File: src/rtl/e2ec_pkg.sv
// Package of the E2E CRC-32 protect/check block: types, constants, CRC functions.
// No dependencies.
package e2ec_pkg;

  localparam int unsigned CRC_W    = 32;
  localparam int unsigned DID_W    = 16;
  localparam int unsigned MD_W     = 7;
  localparam int unsigned SC_W     = 8;
  localparam int unsigned CTR_W    = 4;
  localparam int unsigned POS_W    = 3;
  localparam int unsigned PADDR_W  = 3;
  localparam int unsigned PDATA_W  = 32;
  localparam int unsigned FUNC_W   = 2;
  localparam int unsigned STATUS_W = 3;

  localparam logic [CRC_W-1:0] CRC_POLY = 32'hC8DF352F;
  localparam logic [CRC_W-1:0] CRC_ONES = 32'hFFFFFFFF;

  // Byte positions within a frame.
  localparam logic [POS_W-1:0] POS_FIRST = 3'd0;
  localparam logic [POS_W-1:0] POS_CTR   = 3'd4;
  localparam logic [POS_W-1:0] POS_PAY   = 3'd6;
  localparam logic [POS_W-1:0] POS_SAT   = 3'd7;

  // Operation code bits: bit 1 selects check, bit 0 selects forward.
  localparam int unsigned OP_FWD_BIT   = 0;
  localparam int unsigned OP_CHECK_BIT = 1;

  localparam logic [MD_W-1:0]  MAX_DELTA_RST = 7'd1;

  typedef enum logic [STATUS_W-1:0] {
    ST_OK          = 3'd0,
    ST_REPEATED    = 3'd1,
    ST_WRONG_SEQ   = 3'd2,
    ST_WRONG_CRC   = 3'd3,
    ST_NO_NEW_DATA = 3'd4
  } status_e;

  typedef enum logic {
    REG_DATA_ID   = 1'b0,
    REG_MAX_DELTA = 1'b1
  } reg_idx_e;

  typedef struct packed {
    logic [FUNC_W-1:0] func;
    logic [7:0]        data_byte;
    logic              last_byte;
  } in_word_t;

  typedef struct packed {
    status_e            status;
    logic [CRC_W-1:0]   crc_value;
    logic [CTR_W-1:0]   counter_value;
  } res_word_t;

  typedef struct packed {
    logic [DID_W-1:0] data_id;
    logic [MD_W-1:0]  max_delta;
  } cfg_t;

  // One byte of the reflected CRC, unrolled into an xor network.
  function automatic logic [CRC_W-1:0] crc_byte(input logic [CRC_W-1:0] crc,
                                                input logic [7:0] b);
    logic [CRC_W-1:0] c;
    c = crc ^ {24'd0, b};
    for (int i = 0; i < 8; i++) begin
      c = c[0] ? ((c >> 1) ^ CRC_POLY) : (c >> 1);
    end
    return c;
  endfunction

  // CRC over the four header bytes, from the initial value.
  function automatic logic [CRC_W-1:0] crc_header(input logic [DID_W-1:0] did,
                                                  input logic [7:0] cnt_byte);
    logic [CRC_W-1:0] c;
    c = crc_byte(CRC_ONES, did[15:8]);
    c = crc_byte(c, did[7:0]);
    c = crc_byte(c, cnt_byte);
    c = crc_byte(c, did[7:0]);
    return c;
  endfunction

endpackage

File: src/rtl/e2ec_in_if.sv
// Input channel of the E2E CRC block: one frame byte per word.
// Depends on e2ec_pkg.
interface e2ec_in_if;
  import e2ec_pkg::*;

  logic              valid;
  logic              ready;
  logic [FUNC_W-1:0] func;
  logic [7:0]        data_byte;
  logic              last_byte;

  modport source (output valid, func, data_byte, last_byte, input ready);
  modport sink (input valid, func, data_byte, last_byte, output ready);
endinterface

File: src/rtl/e2ec_out_if.sv
// Result channel of the E2E CRC block: one word per frame.
// Depends on e2ec_pkg.
interface e2ec_out_if;
  import e2ec_pkg::*;

  logic                valid;
  logic                ready;
  logic [STATUS_W-1:0] status;
  logic [CRC_W-1:0]    crc_value;
  logic [CTR_W-1:0]    counter_value;

  modport source (output valid, status, crc_value, counter_value, input ready);
  modport sink (input valid, status, crc_value, counter_value, output ready);
endinterface

File: src/rtl/e2e_crc32_protect_check_top.sv
// E2E protection and check with a reflected CRC-32 over a byte stream.
// Frame bytes enter on in_i, one per word; the operation (protect, forward
// or check) is taken from the func field of the first byte of a frame, and
// last_byte closes the frame. A frame gives one result word on out_o:
// status, header CRC and counter. Protect and forward report the header to
// send; check reports the judgement of the received header.
// Registers data_id (address 0) and max_delta (address 4) sit on the APB
// port; write them only while no word is in flight in the block.
// Throughput is one byte per cycle unless the receiver stalls: the byte-wide
// CRC update and the header hash are combinational xor networks between the
// input register and the result register. The result word of a frame is
// offered from the result register after its last byte has passed both.
// Reset clears the counters, sets running CRC to all ones, data_id to 0 and
// max_delta to 1. When the receiver stalls, the result register holds its
// word, the input register takes at most one more byte, and then
// in_i.ready drops.
module e2e_crc32_protect_check_top #(
  parameter int unsigned COUNTER_MAX = 15
) (
  input  logic                           clk_i,
  input  logic                           rst_ni,
  e2ec_in_if.sink                        in_i,
  e2ec_out_if.source                     out_o,
  input  logic                           psel,
  input  logic                           penable,
  input  logic                           pwrite,
  input  logic [e2ec_pkg::PADDR_W-1:0]   paddr,
  input  logic [e2ec_pkg::PDATA_W-1:0]   pwdata,
  output logic [e2ec_pkg::PDATA_W-1:0]   prdata,
  output logic                           pready
);
  import e2ec_pkg::*;

  cfg_t      cfg;
  in_word_t  in_word, core_word;
  res_word_t core_res, out_res;
  logic      core_valid, fire, room, res_valid;

  e2ec_cfg u_cfg (
    .clk_i   (clk_i),
    .rst_ni  (rst_ni),
    .psel    (psel),
    .penable (penable),
    .pwrite  (pwrite),
    .paddr   (paddr),
    .pwdata  (pwdata),
    .prdata  (prdata),
    .pready  (pready),
    .cfg_o   (cfg)
  );

  assign in_word.func      = in_i.func;
  assign in_word.data_byte = in_i.data_byte;
  assign in_word.last_byte = in_i.last_byte;

  e2ec_in_reg u_in_reg (
    .clk_i   (clk_i),
    .rst_ni  (rst_ni),
    .valid_i (in_i.valid),
    .ready_o (in_i.ready),
    .word_i  (in_word),
    .valid_o (core_valid),
    .take_i  (fire),
    .word_o  (core_word)
  );

  // The core advances whenever it holds a byte and the result register can take a word.
  assign fire = core_valid && room;

  e2ec_core #(
    .COUNTER_MAX (COUNTER_MAX)
  ) u_core (
    .clk_i       (clk_i),
    .rst_ni      (rst_ni),
    .cfg_i       (cfg),
    .fire_i      (fire),
    .word_i      (core_word),
    .res_valid_o (res_valid),
    .res_o       (core_res)
  );

  e2ec_out_reg u_out_reg (
    .clk_i   (clk_i),
    .rst_ni  (rst_ni),
    .load_i  (res_valid),
    .res_i   (core_res),
    .room_o  (room),
    .valid_o (out_o.valid),
    .ready_i (out_o.ready),
    .res_o   (out_res)
  );

  assign out_o.status        = out_res.status;
  assign out_o.crc_value     = out_res.crc_value;
  assign out_o.counter_value = out_res.counter_value;
endmodule

File: src/rtl/e2ec_cfg.sv
// APB-style configuration registers: data id and maximum counter step.
// Depends on e2ec_pkg.
module e2ec_cfg (
  input  logic                           clk_i,
  input  logic                           rst_ni,
  input  logic                           psel,
  input  logic                           penable,
  input  logic                           pwrite,
  input  logic [e2ec_pkg::PADDR_W-1:0]   paddr,
  input  logic [e2ec_pkg::PDATA_W-1:0]   pwdata,
  output logic [e2ec_pkg::PDATA_W-1:0]   prdata,
  output logic                           pready,
  output e2ec_pkg::cfg_t                 cfg_o
);
  import e2ec_pkg::*;

  reg_idx_e         idx;
  logic             wr_en;
  logic [DID_W-1:0] data_id_q;
  logic [MD_W-1:0]  max_delta_q;

  // Registers sit on 32-bit word boundaries; the low address bits are ignored.
  assign idx    = reg_idx_e'(paddr[2]);
  assign wr_en  = psel & penable & pwrite;
  assign pready = 1'b1;

  always_ff @(posedge clk_i or negedge rst_ni) begin
    if (!rst_ni) begin
      data_id_q   <= '0;
      max_delta_q <= MAX_DELTA_RST;
    end else if (wr_en) begin
      unique case (idx)
        REG_DATA_ID:   data_id_q   <= pwdata[DID_W-1:0];
        REG_MAX_DELTA: max_delta_q <= pwdata[MD_W-1:0];
        default: ;
      endcase
    end
  end

  always_comb begin
    unique case (idx)
      REG_DATA_ID:   prdata = {{(PDATA_W-DID_W){1'b0}}, data_id_q};
      REG_MAX_DELTA: prdata = {{(PDATA_W-MD_W){1'b0}}, max_delta_q};
      default:       prdata = '0;
    endcase
  end

  assign cfg_o.data_id   = data_id_q;
  assign cfg_o.max_delta = max_delta_q;
endmodule

File: src/rtl/e2ec_in_reg.sv
// Input register: holds one accepted frame byte until the core takes it.
// Depends on e2ec_pkg.
module e2ec_in_reg (
  input  logic                clk_i,
  input  logic                rst_ni,
  input  logic                valid_i,
  output logic                ready_o,
  input  e2ec_pkg::in_word_t  word_i,
  output logic                valid_o,
  input  logic                take_i,
  output e2ec_pkg::in_word_t  word_o
);
  import e2ec_pkg::*;

  logic     valid_q;
  in_word_t word_q;

  assign ready_o = !valid_q || take_i;

  always_ff @(posedge clk_i or negedge rst_ni) begin
    if (!rst_ni) begin
      valid_q <= 1'b0;
    end else if (ready_o) begin
      valid_q <= valid_i;
    end
  end

  always_ff @(posedge clk_i) begin
    if (ready_o && valid_i) begin
      word_q <= word_i;
    end
  end

  assign valid_o = valid_q;
  assign word_o  = word_q;
endmodule

File: src/rtl/e2ec_core.sv
// Frame state, byte-wide CRC update, counter handling and check judgement.
// Depends on e2ec_pkg.
module e2ec_core #(
  parameter int unsigned COUNTER_MAX = 15
) (
  input  logic                 clk_i,
  input  logic                 rst_ni,
  input  e2ec_pkg::cfg_t       cfg_i,
  input  logic                 fire_i,
  input  e2ec_pkg::in_word_t   word_i,
  output logic                 res_valid_o,
  output e2ec_pkg::res_word_t  res_o
);
  import e2ec_pkg::*;

  logic [CRC_W-1:0]  crc_q, crc_base, crc_new, crc_out;
  logic [POS_W-1:0]  pos_q;
  logic [FUNC_W-1:0] op_q, op;
  logic [SC_W-1:0]   sc_q, sc_d;
  logic [CTR_W-1:0]  cc_q, cc_d;
  logic [CRC_W-1:0]  hcrc_q, hcrc_new;
  logic [CTR_W-1:0]  hctr_q, hctr_new;
  logic [CTR_W-1:0]  diff;
  logic              is_check;
  logic [7:0]        b;

  assign b = word_i.data_byte;

  always_comb begin
    op       = (pos_q == POS_FIRST) ? word_i.func : op_q;
    is_check = op[OP_CHECK_BIT];
    sc_d     = sc_q;
    hctr_new = hctr_q;
    hcrc_new = hcrc_q;
    crc_base = crc_q;
    crc_new  = crc_q;

    if (!is_check) begin
      if (pos_q == POS_FIRST) begin
        if (op[OP_FWD_BIT]) begin
          hctr_new = cc_q;
          sc_d     = {{(SC_W-CTR_W){1'b0}}, cc_q};
        end else begin
          sc_d     = (sc_q < SC_W'(COUNTER_MAX)) ? sc_q + 8'd1 : '0;
          hctr_new = sc_d[CTR_W-1:0];
        end
        crc_base = crc_header(cfg_i.data_id, {{(8-CTR_W){1'b0}}, hctr_new});
      end
      crc_new = crc_byte(crc_base, b);
    end else begin
      // Bytes 0-3 carry the received CRC, byte 4 the counter, byte 5 is skipped.
      priority if (pos_q < POS_CTR) begin
        hcrc_new[{pos_q[1:0], 3'b000} +: 8] = b;
      end else if (pos_q == POS_CTR) begin
        hctr_new = b[CTR_W-1:0];
        crc_new  = crc_header(cfg_i.data_id, b);
      end else if (pos_q >= POS_PAY) begin
        crc_new = crc_byte(crc_q, b);
      end else begin
        crc_new = crc_q;
      end
    end

    crc_out             = crc_new ^ CRC_ONES;
    diff                = hctr_new - cc_q;
    cc_d                = cc_q;
    res_o.status        = ST_OK;
    res_o.crc_value     = crc_out;
    res_o.counter_value = hctr_new;

    if (is_check) begin
      priority if (pos_q < POS_PAY) begin
        res_o.status        = ST_NO_NEW_DATA;
        res_o.crc_value     = '0;
        res_o.counter_value = '0;
      end else if (crc_out != hcrc_new) begin
        res_o.status = ST_WRONG_CRC;
      end else begin
        cc_d = hctr_new;
        priority if (hctr_new == cc_q) begin
          res_o.status = ST_REPEATED;
        end else if (hctr_new < cc_q) begin
          res_o.status = ST_WRONG_SEQ;
        end else if ({{(MD_W-CTR_W){1'b0}}, diff} > cfg_i.max_delta) begin
          res_o.status = ST_WRONG_SEQ;
        end else begin
          res_o.status = ST_OK;
        end
      end
    end
  end

  assign res_valid_o = fire_i && word_i.last_byte;

  always_ff @(posedge clk_i or negedge rst_ni) begin
    if (!rst_ni) begin
      crc_q  <= CRC_ONES;
      pos_q  <= POS_FIRST;
      op_q   <= '0;
      sc_q   <= '0;
      cc_q   <= '0;
      hcrc_q <= '0;
      hctr_q <= '0;
    end else if (fire_i) begin
      op_q   <= op;
      sc_q   <= sc_d;
      hcrc_q <= hcrc_new;
      hctr_q <= hctr_new;
      if (word_i.last_byte) begin
        crc_q <= CRC_ONES;
        pos_q <= POS_FIRST;
        cc_q  <= cc_d;
      end else begin
        crc_q <= crc_new;
        // The position saturates at POS_SAT, inside the payload region.
        if (pos_q != POS_SAT) begin
          pos_q <= pos_q + 3'd1;
        end
      end
    end
  end
endmodule

File: src/rtl/e2ec_out_reg.sv
// Result register: holds one result word until the receiver takes it.
// Depends on e2ec_pkg.
module e2ec_out_reg (
  input  logic                 clk_i,
  input  logic                 rst_ni,
  input  logic                 load_i,
  input  e2ec_pkg::res_word_t  res_i,
  output logic                 room_o,
  output logic                 valid_o,
  input  logic                 ready_i,
  output e2ec_pkg::res_word_t  res_o
);
  import e2ec_pkg::*;

  logic      valid_q;
  res_word_t res_q;

  assign room_o = !valid_q || ready_i;

  always_ff @(posedge clk_i or negedge rst_ni) begin
    if (!rst_ni) begin
      valid_q <= 1'b0;
    end else if (room_o) begin
      valid_q <= load_i;
    end
  end

  always_ff @(posedge clk_i) begin
    if (room_o && load_i) begin
      res_q <= res_i;
    end
  end

  assign valid_o = valid_q;
  assign res_o   = res_q;
endmodule

File: src/flat_wrapper.sv
// flat-port wrapper written by rule: the top's interface ports become plain ports
module e2e_crc32_protect_check_top_flat import e2ec_pkg::*;
#(
  parameter int unsigned COUNTER_MAX = 15
)
  (clk_i, rst_ni, psel, penable, pwrite, paddr, pwdata, prdata, pready, in_i_valid, in_i_func, in_i_data_byte, in_i_last_byte, in_i_ready, out_o_valid, out_o_status, out_o_crc_value, out_o_counter_value, out_o_ready);
  e2ec_in_if in_i_i ();
  e2ec_out_if out_o_i ();
  input  logic clk_i;
  input  logic rst_ni;
  input  logic psel;
  input  logic penable;
  input  logic pwrite;
  input  logic [e2ec_pkg::PADDR_W-1:0] paddr;
  input  logic [e2ec_pkg::PDATA_W-1:0] pwdata;
  output logic [e2ec_pkg::PDATA_W-1:0] prdata;
  output logic pready;
  input wire logic [$bits(in_i_i.valid)-1:0] in_i_valid;
  input wire logic [$bits(in_i_i.func)-1:0] in_i_func;
  input wire logic [$bits(in_i_i.data_byte)-1:0] in_i_data_byte;
  input wire logic [$bits(in_i_i.last_byte)-1:0] in_i_last_byte;
  output wire logic [$bits(in_i_i.ready)-1:0] in_i_ready;
  output wire logic [$bits(out_o_i.valid)-1:0] out_o_valid;
  output wire logic [$bits(out_o_i.status)-1:0] out_o_status;
  output wire logic [$bits(out_o_i.crc_value)-1:0] out_o_crc_value;
  output wire logic [$bits(out_o_i.counter_value)-1:0] out_o_counter_value;
  input wire logic [$bits(out_o_i.ready)-1:0] out_o_ready;
  assign in_i_i.valid = in_i_valid;
  assign in_i_i.func = in_i_func;
  assign in_i_i.data_byte = in_i_data_byte;
  assign in_i_i.last_byte = in_i_last_byte;
  assign in_i_ready = in_i_i.ready;
  assign out_o_valid = out_o_i.valid;
  assign out_o_status = out_o_i.status;
  assign out_o_crc_value = out_o_i.crc_value;
  assign out_o_counter_value = out_o_i.counter_value;
  assign out_o_i.ready = out_o_ready;
  e2e_crc32_protect_check_top #(.COUNTER_MAX(COUNTER_MAX)) u_core (.clk_i(clk_i), .rst_ni(rst_ni), .in_i(in_i_i), .out_o(out_o_i), .psel(psel), .penable(penable), .pwrite(pwrite), .paddr(paddr), .pwdata(pwdata), .prdata(prdata), .pready(pready));
endmodule
File: config.mk
export PLATFORM = sky130hd
export DESIGN_NAME = e2e_crc32_protect_check_top_flat
export DESIGN_NICKNAME = d
export VERILOG_FILES = /design/src/rtl/e2ec_pkg.sv /design/src/rtl/e2ec_in_if.sv /design/src/rtl/e2ec_out_if.sv /design/src/rtl/e2e_crc32_protect_check_top.sv /design/src/rtl/e2ec_cfg.sv /design/src/rtl/e2ec_in_reg.sv /design/src/rtl/e2ec_core.sv /design/src/rtl/e2ec_out_reg.sv /design/src/flat_wrapper.sv
export SDC_FILE = /design/constraint.sdc
export NUM_CORES = 1
export LEC_CHECK = 0
export BUFFER_PORTS_ARGS = -buffer_cell sky130_fd_sc_hd__buf_4
export CORE_MARGIN = 3
export CORE_UTILIZATION = 31
export CTS_CLUSTER_SIZE = 16
export DETAILED_ROUTE_END_ITERATION = 16
export PLACE_DENSITY = 0.44
export SYNTH_ARGS = -nofsm -noshare
export SYNTH_HDL_FRONTEND = slang
export SYNTH_SLANG_ARGS = --single-unit
File: constraint.sdc
create_clock -name clk_i -period 8.28 [get_ports clk_i]
set_input_delay 0.414 -clock clk_i [delete_from_list [all_inputs] [get_ports clk_i]]
set_output_delay 0.414 -clock clk_i [all_outputs]
set_load 0.05 [all_outputs]
==> impl_metrics.py <==
metrics = {
    "run_status": {
        "outcome": "complete, no violations",
    },
    "logic_synthesis": {
        "synth_warnings": 0,
        "synth-edff-count": 50,
        "synth.distinct_cells": 85,
        "avgSynthCellArea_um2": 10.08,
        "synth_top_family_by_area": "XOR/XNOR gates",
        "yosys.area_share.adder": 0.01126,
        "synthXorXnorAreaFrac": 0.4819,
        "synth_compound_gate_area_share": 0.1068,
        "synth_area_um2": 19560,
        "synth_seq_cells": 160,
        "synth-async-reset-ratio": 0.6875,
        "yosysSeqAreaShare": 0.2196,
        "ys.flop_type": "dfrtp_1",
        "synth_mux_area_frac": 0.04063,
        "syn_inst": 1940,
        "synthSimpleGateAreaFrac": 0.1045,
    },
    "timing": {
        "worst_pin_slew_ns": 0.9678,
        "hold_viol": 0,
        "tns_ns": 0,
        "relSlewSlack": 0.3502,
        "fmax_ghz": 0.1242,
        "period_needed_ns": 8.053,
        "setup_viol": 0,
        "rsz0062_at_grt": "false",
        "drv_slew": 0,
        "skew_ns": 0.02549,
        "min_period_over_period": 0.9726,
    },
    "clock_tree": {
        "clock-root-buffer": "clkbuf_16",
        "post_cts_buffers": 0,
        "cts-htree-levels": 4,
        "hold_buffers": 1,
        "cts_buffers": 17,
        "cts_tree": "yes",
        "clk_latency_ns": 0.50,
        "clk_path_buf_depth": 2,
        "clk_pin_slew_ns": 0.08,
        "cts_sinks": 160,
        "post_cts_resized": 0,
    },
    "routing": {
        "drt_iter0_drc": 1264,
        "ant_nets": 0,
        "totalWireLength_um": 76300,
        "wire_per_inst_um": 26.05,
        "first_pass_iters": 5,
        "vias_per_cell": 5.075,
        "drc_errors": 0,
        "vias": 14870,
    },
    "worst_setup_path": {
        "r2r_cells": 19,
        "crit_family": "XOR/XNOR gates",
        "cpPeakStageDelay_ns": 0.68,
        "arrival_ns": 8.42,
        "worst-path-max-fanout": 10,
        "cp_cell_sequence": "xnor3_1 -> xnor2_2 -> xnor3_2 -> xnor3_2 -> xnor3_1 -> xnor3_1 -> xnor2_2 -> xor3_1 -> xnor2_1 -> o221ai_1 -> and2_0 -> a2111oi_0 -> o2111ai_1 -> nor4b_1 -> nand4_1 -> nor4_2 -> buf_4 -> nand4_4 -> mux2_4",
        "worst_path_most_repeated_cell": "xnor3_1",
        "crit_required_ns": 8.65,
        "critPathSlowestCell": "xnor3_1",
        "path_buf_inv": 1,
        "path_class": "reg2reg",
        "worst-path-stages": 19,
        "worstSetupStartpointType": "flop",
        "end_kind": "flop",
    },
    "grt": {
        "antenna_found_initial": 0,
        "grt_pass1_wl_um": 109500,
        "grt_pass1_vias": 14690,
        "grt_max_degree": 62,
        "grt-ovfl-total": 0,
        "grt_usage": 0.2306,
    },
    "place": {
        "gp_congestion": 0.9698,
        "port_buffers": 91,
        "dp_hpwl_um": 61680,
        "placed_area_um2": 21730,
    },
    "finish": {
        "diodes": 0,
        "design_area_um2": 22320,
        "drive_gt1_frac": 0.1950,
        "n_fill_cell": 6336,
        "fin_nets": 2149,
        "post-route-util": 0.3597,
        "areaGrowthSynthToFinish_pct": 14.13,
    },
    "floorplan": {
        "die_h_um": 257.2,
        "start_util": 0.3152,
        "die_x_um": 257.2,
        "rows": 91,
        "core_um2": 62050,
        "ios": 127,
        "die_area_um2": 66130,
    },
    "hold_path": {
        "hold_depth": 1,
        "hold_class": "in2reg",
    },
    "run": {
        "drv_cap": 0,
    },
}
## state kept, by name (all words and copies together) (netlist names)
name                      flops
u_core.u_core.hctr_q          4
u_core.u_out_reg.res_o       39
u_core.u_core.pos_q           3
u_core.u_cfg.max_delta_q      7
u_core.u_core.crc_q          32
u_core.u_in_reg.word_o       11
u_core.u_core.op_q            2
u_core.u_out_reg.valid_o      1
u_core.u_cfg.data_id_q       16
u_core.u_core.cc_q            4
u_core.u_in_reg.valid_o       1
u_core.u_core.hcrc_q         32
u_core.u_core.sc_q            8
## cell families after synthesis
logic type	after synthesis
buffers and inverters	141
other	2
adder cells (fa/ha/maj)	17
multiplexers	71
AND/OR/NAND/NOR	458
flip-flops	160
XOR/XNOR	747
AO/OA/AOI/OAI	344
## cells in the final DEF (no fill, tap or decap), types with 26 or more instances in the layout
cell	n
dfstp_2	33
xnor2_2	31
xor2_1	132
o22ai_1	26
xnor3_1	117
mux2i_1	28
mux2_2	39
a21oi_1	93
xnor2_1	400
o21ai_0	130
dfrtp_1	77
nand2_1	233
buf_4	214
edfxtp_1	50
inv_1	27
nor2_1	102
xor3_1	26
## metal layers
metal	vias to the layer above	global-route usage	share of wire	wire, um
met4	0	0.07591	0.031	2384
met3	67	0.03031	0.048	3690
li1	6880	-	-	-
met5	-	0	0	0
met2	423	0.3639	0.45	34690
met1	7495	0.3263	0.47	35540
## final timing paths
check	from	endpoint	slack, ns
worst max-delay path	u_core.u_cfg.data_id_q[8]	u_core.u_core.cc_q[2]	0.23
worst min-delay path	in_i_data_byte[0]	u_core.u_in_reg.word_o[1]	0.09
worst max register to register	u_core.u_cfg.data_id_q[8]	u_core.u_core.cc_q[2]	0.23
worst min register to register	u_core.u_core.hcrc_q[14]	u_core.u_core.hcrc_q[14]	0.48
max in group asynchronous	rst_ni	u_core.u_cfg.data_id_q[4]	6.27
min in group asynchronous	rst_ni	u_core.u_core.hcrc_q[24]	0.43
## per-stage QoR
stage / hold WS (ns) / setup WS (ns) / cells
5_1_grt: 0.06943 / 0.006182 / 2929
2_1_floorplan: 0.1184 / 0.8777 / 1955
4_1_cts: 0.05658 / 0.3682 / 2929
3_5_place_dp: 0.4218 / 0.4266 / 2896
6_report: 0.09166 / 0.2266 / 2929
3_3_place_gp: 0.4178 / 0.4181 / 2896
## final cells by class
class                   count  area, um^2  share of cell area
clock buffers              19       432.9             0.01940
flip-flops and latches    160        4295              0.1925
well taps                 837        1047             0.04692
multi-input cells        1654       14650              0.6562
inverters                  30       112.6            0.005045
clock inverters            13       148.9            0.006671
repair buffers            216        1637             0.07333
## synth_stat cells, types with 7 or more instances
| cell | n | area [um^2] |
|---|---|---|
| nor2_1 | 102 | 382.9 |
| o211ai_1 | 7 | 52.55 |
| edfxtp_1 | 50 | 1501 |
| nand3_1 | 14 | 70.07 |
| o21a_1 | 12 | 90.09 |
| and3_1 | 15 | 93.84 |
| o22ai_1 | 26 | 162.7 |
| mux2_2 | 39 | 439.2 |
| a31oi_1 | 8 | 50.05 |
| nor2b_1 | 19 | 118.9 |
| a21oi_1 | 93 | 465.5 |
| xnor3_1 | 117 | 2635 |
| xor2_1 | 132 | 1156 |
| nand2b_1 | 13 | 81.33 |
| nor3_1 | 11 | 55.05 |
| dfrtp_1 | 77 | 1927 |
| buf_2 | 13 | 65.06 |
| mux2i_1 | 28 | 280.3 |
| and2_1 | 14 | 87.58 |
| nand2_1 | 235 | 882.1 |
| xnor2_2 | 31 | 504.2 |
| xnor2_1 | 400 | 3503 |
| buf_4 | 26 | 195.2 |
| dfstp_2 | 33 | 867.1 |
| o21ai_0 | 130 | 650.6 |
| clkbuf_1 | 60 | 225.2 |
| xnor2_4 | 12 | 330.3 |
| xor3_1 | 26 | 618.1 |
| ha_1 | 16 | 200.2 |
| inv_1 | 28 | 105.1 |
| xnor3_2 | 19 | 451.7 |
| buf_1 | 7 | 26.28 |
Power is left out: the tool's default activity adds up to more than one toggle a clock period on the data nets, which glitch-free logic cannot reach.
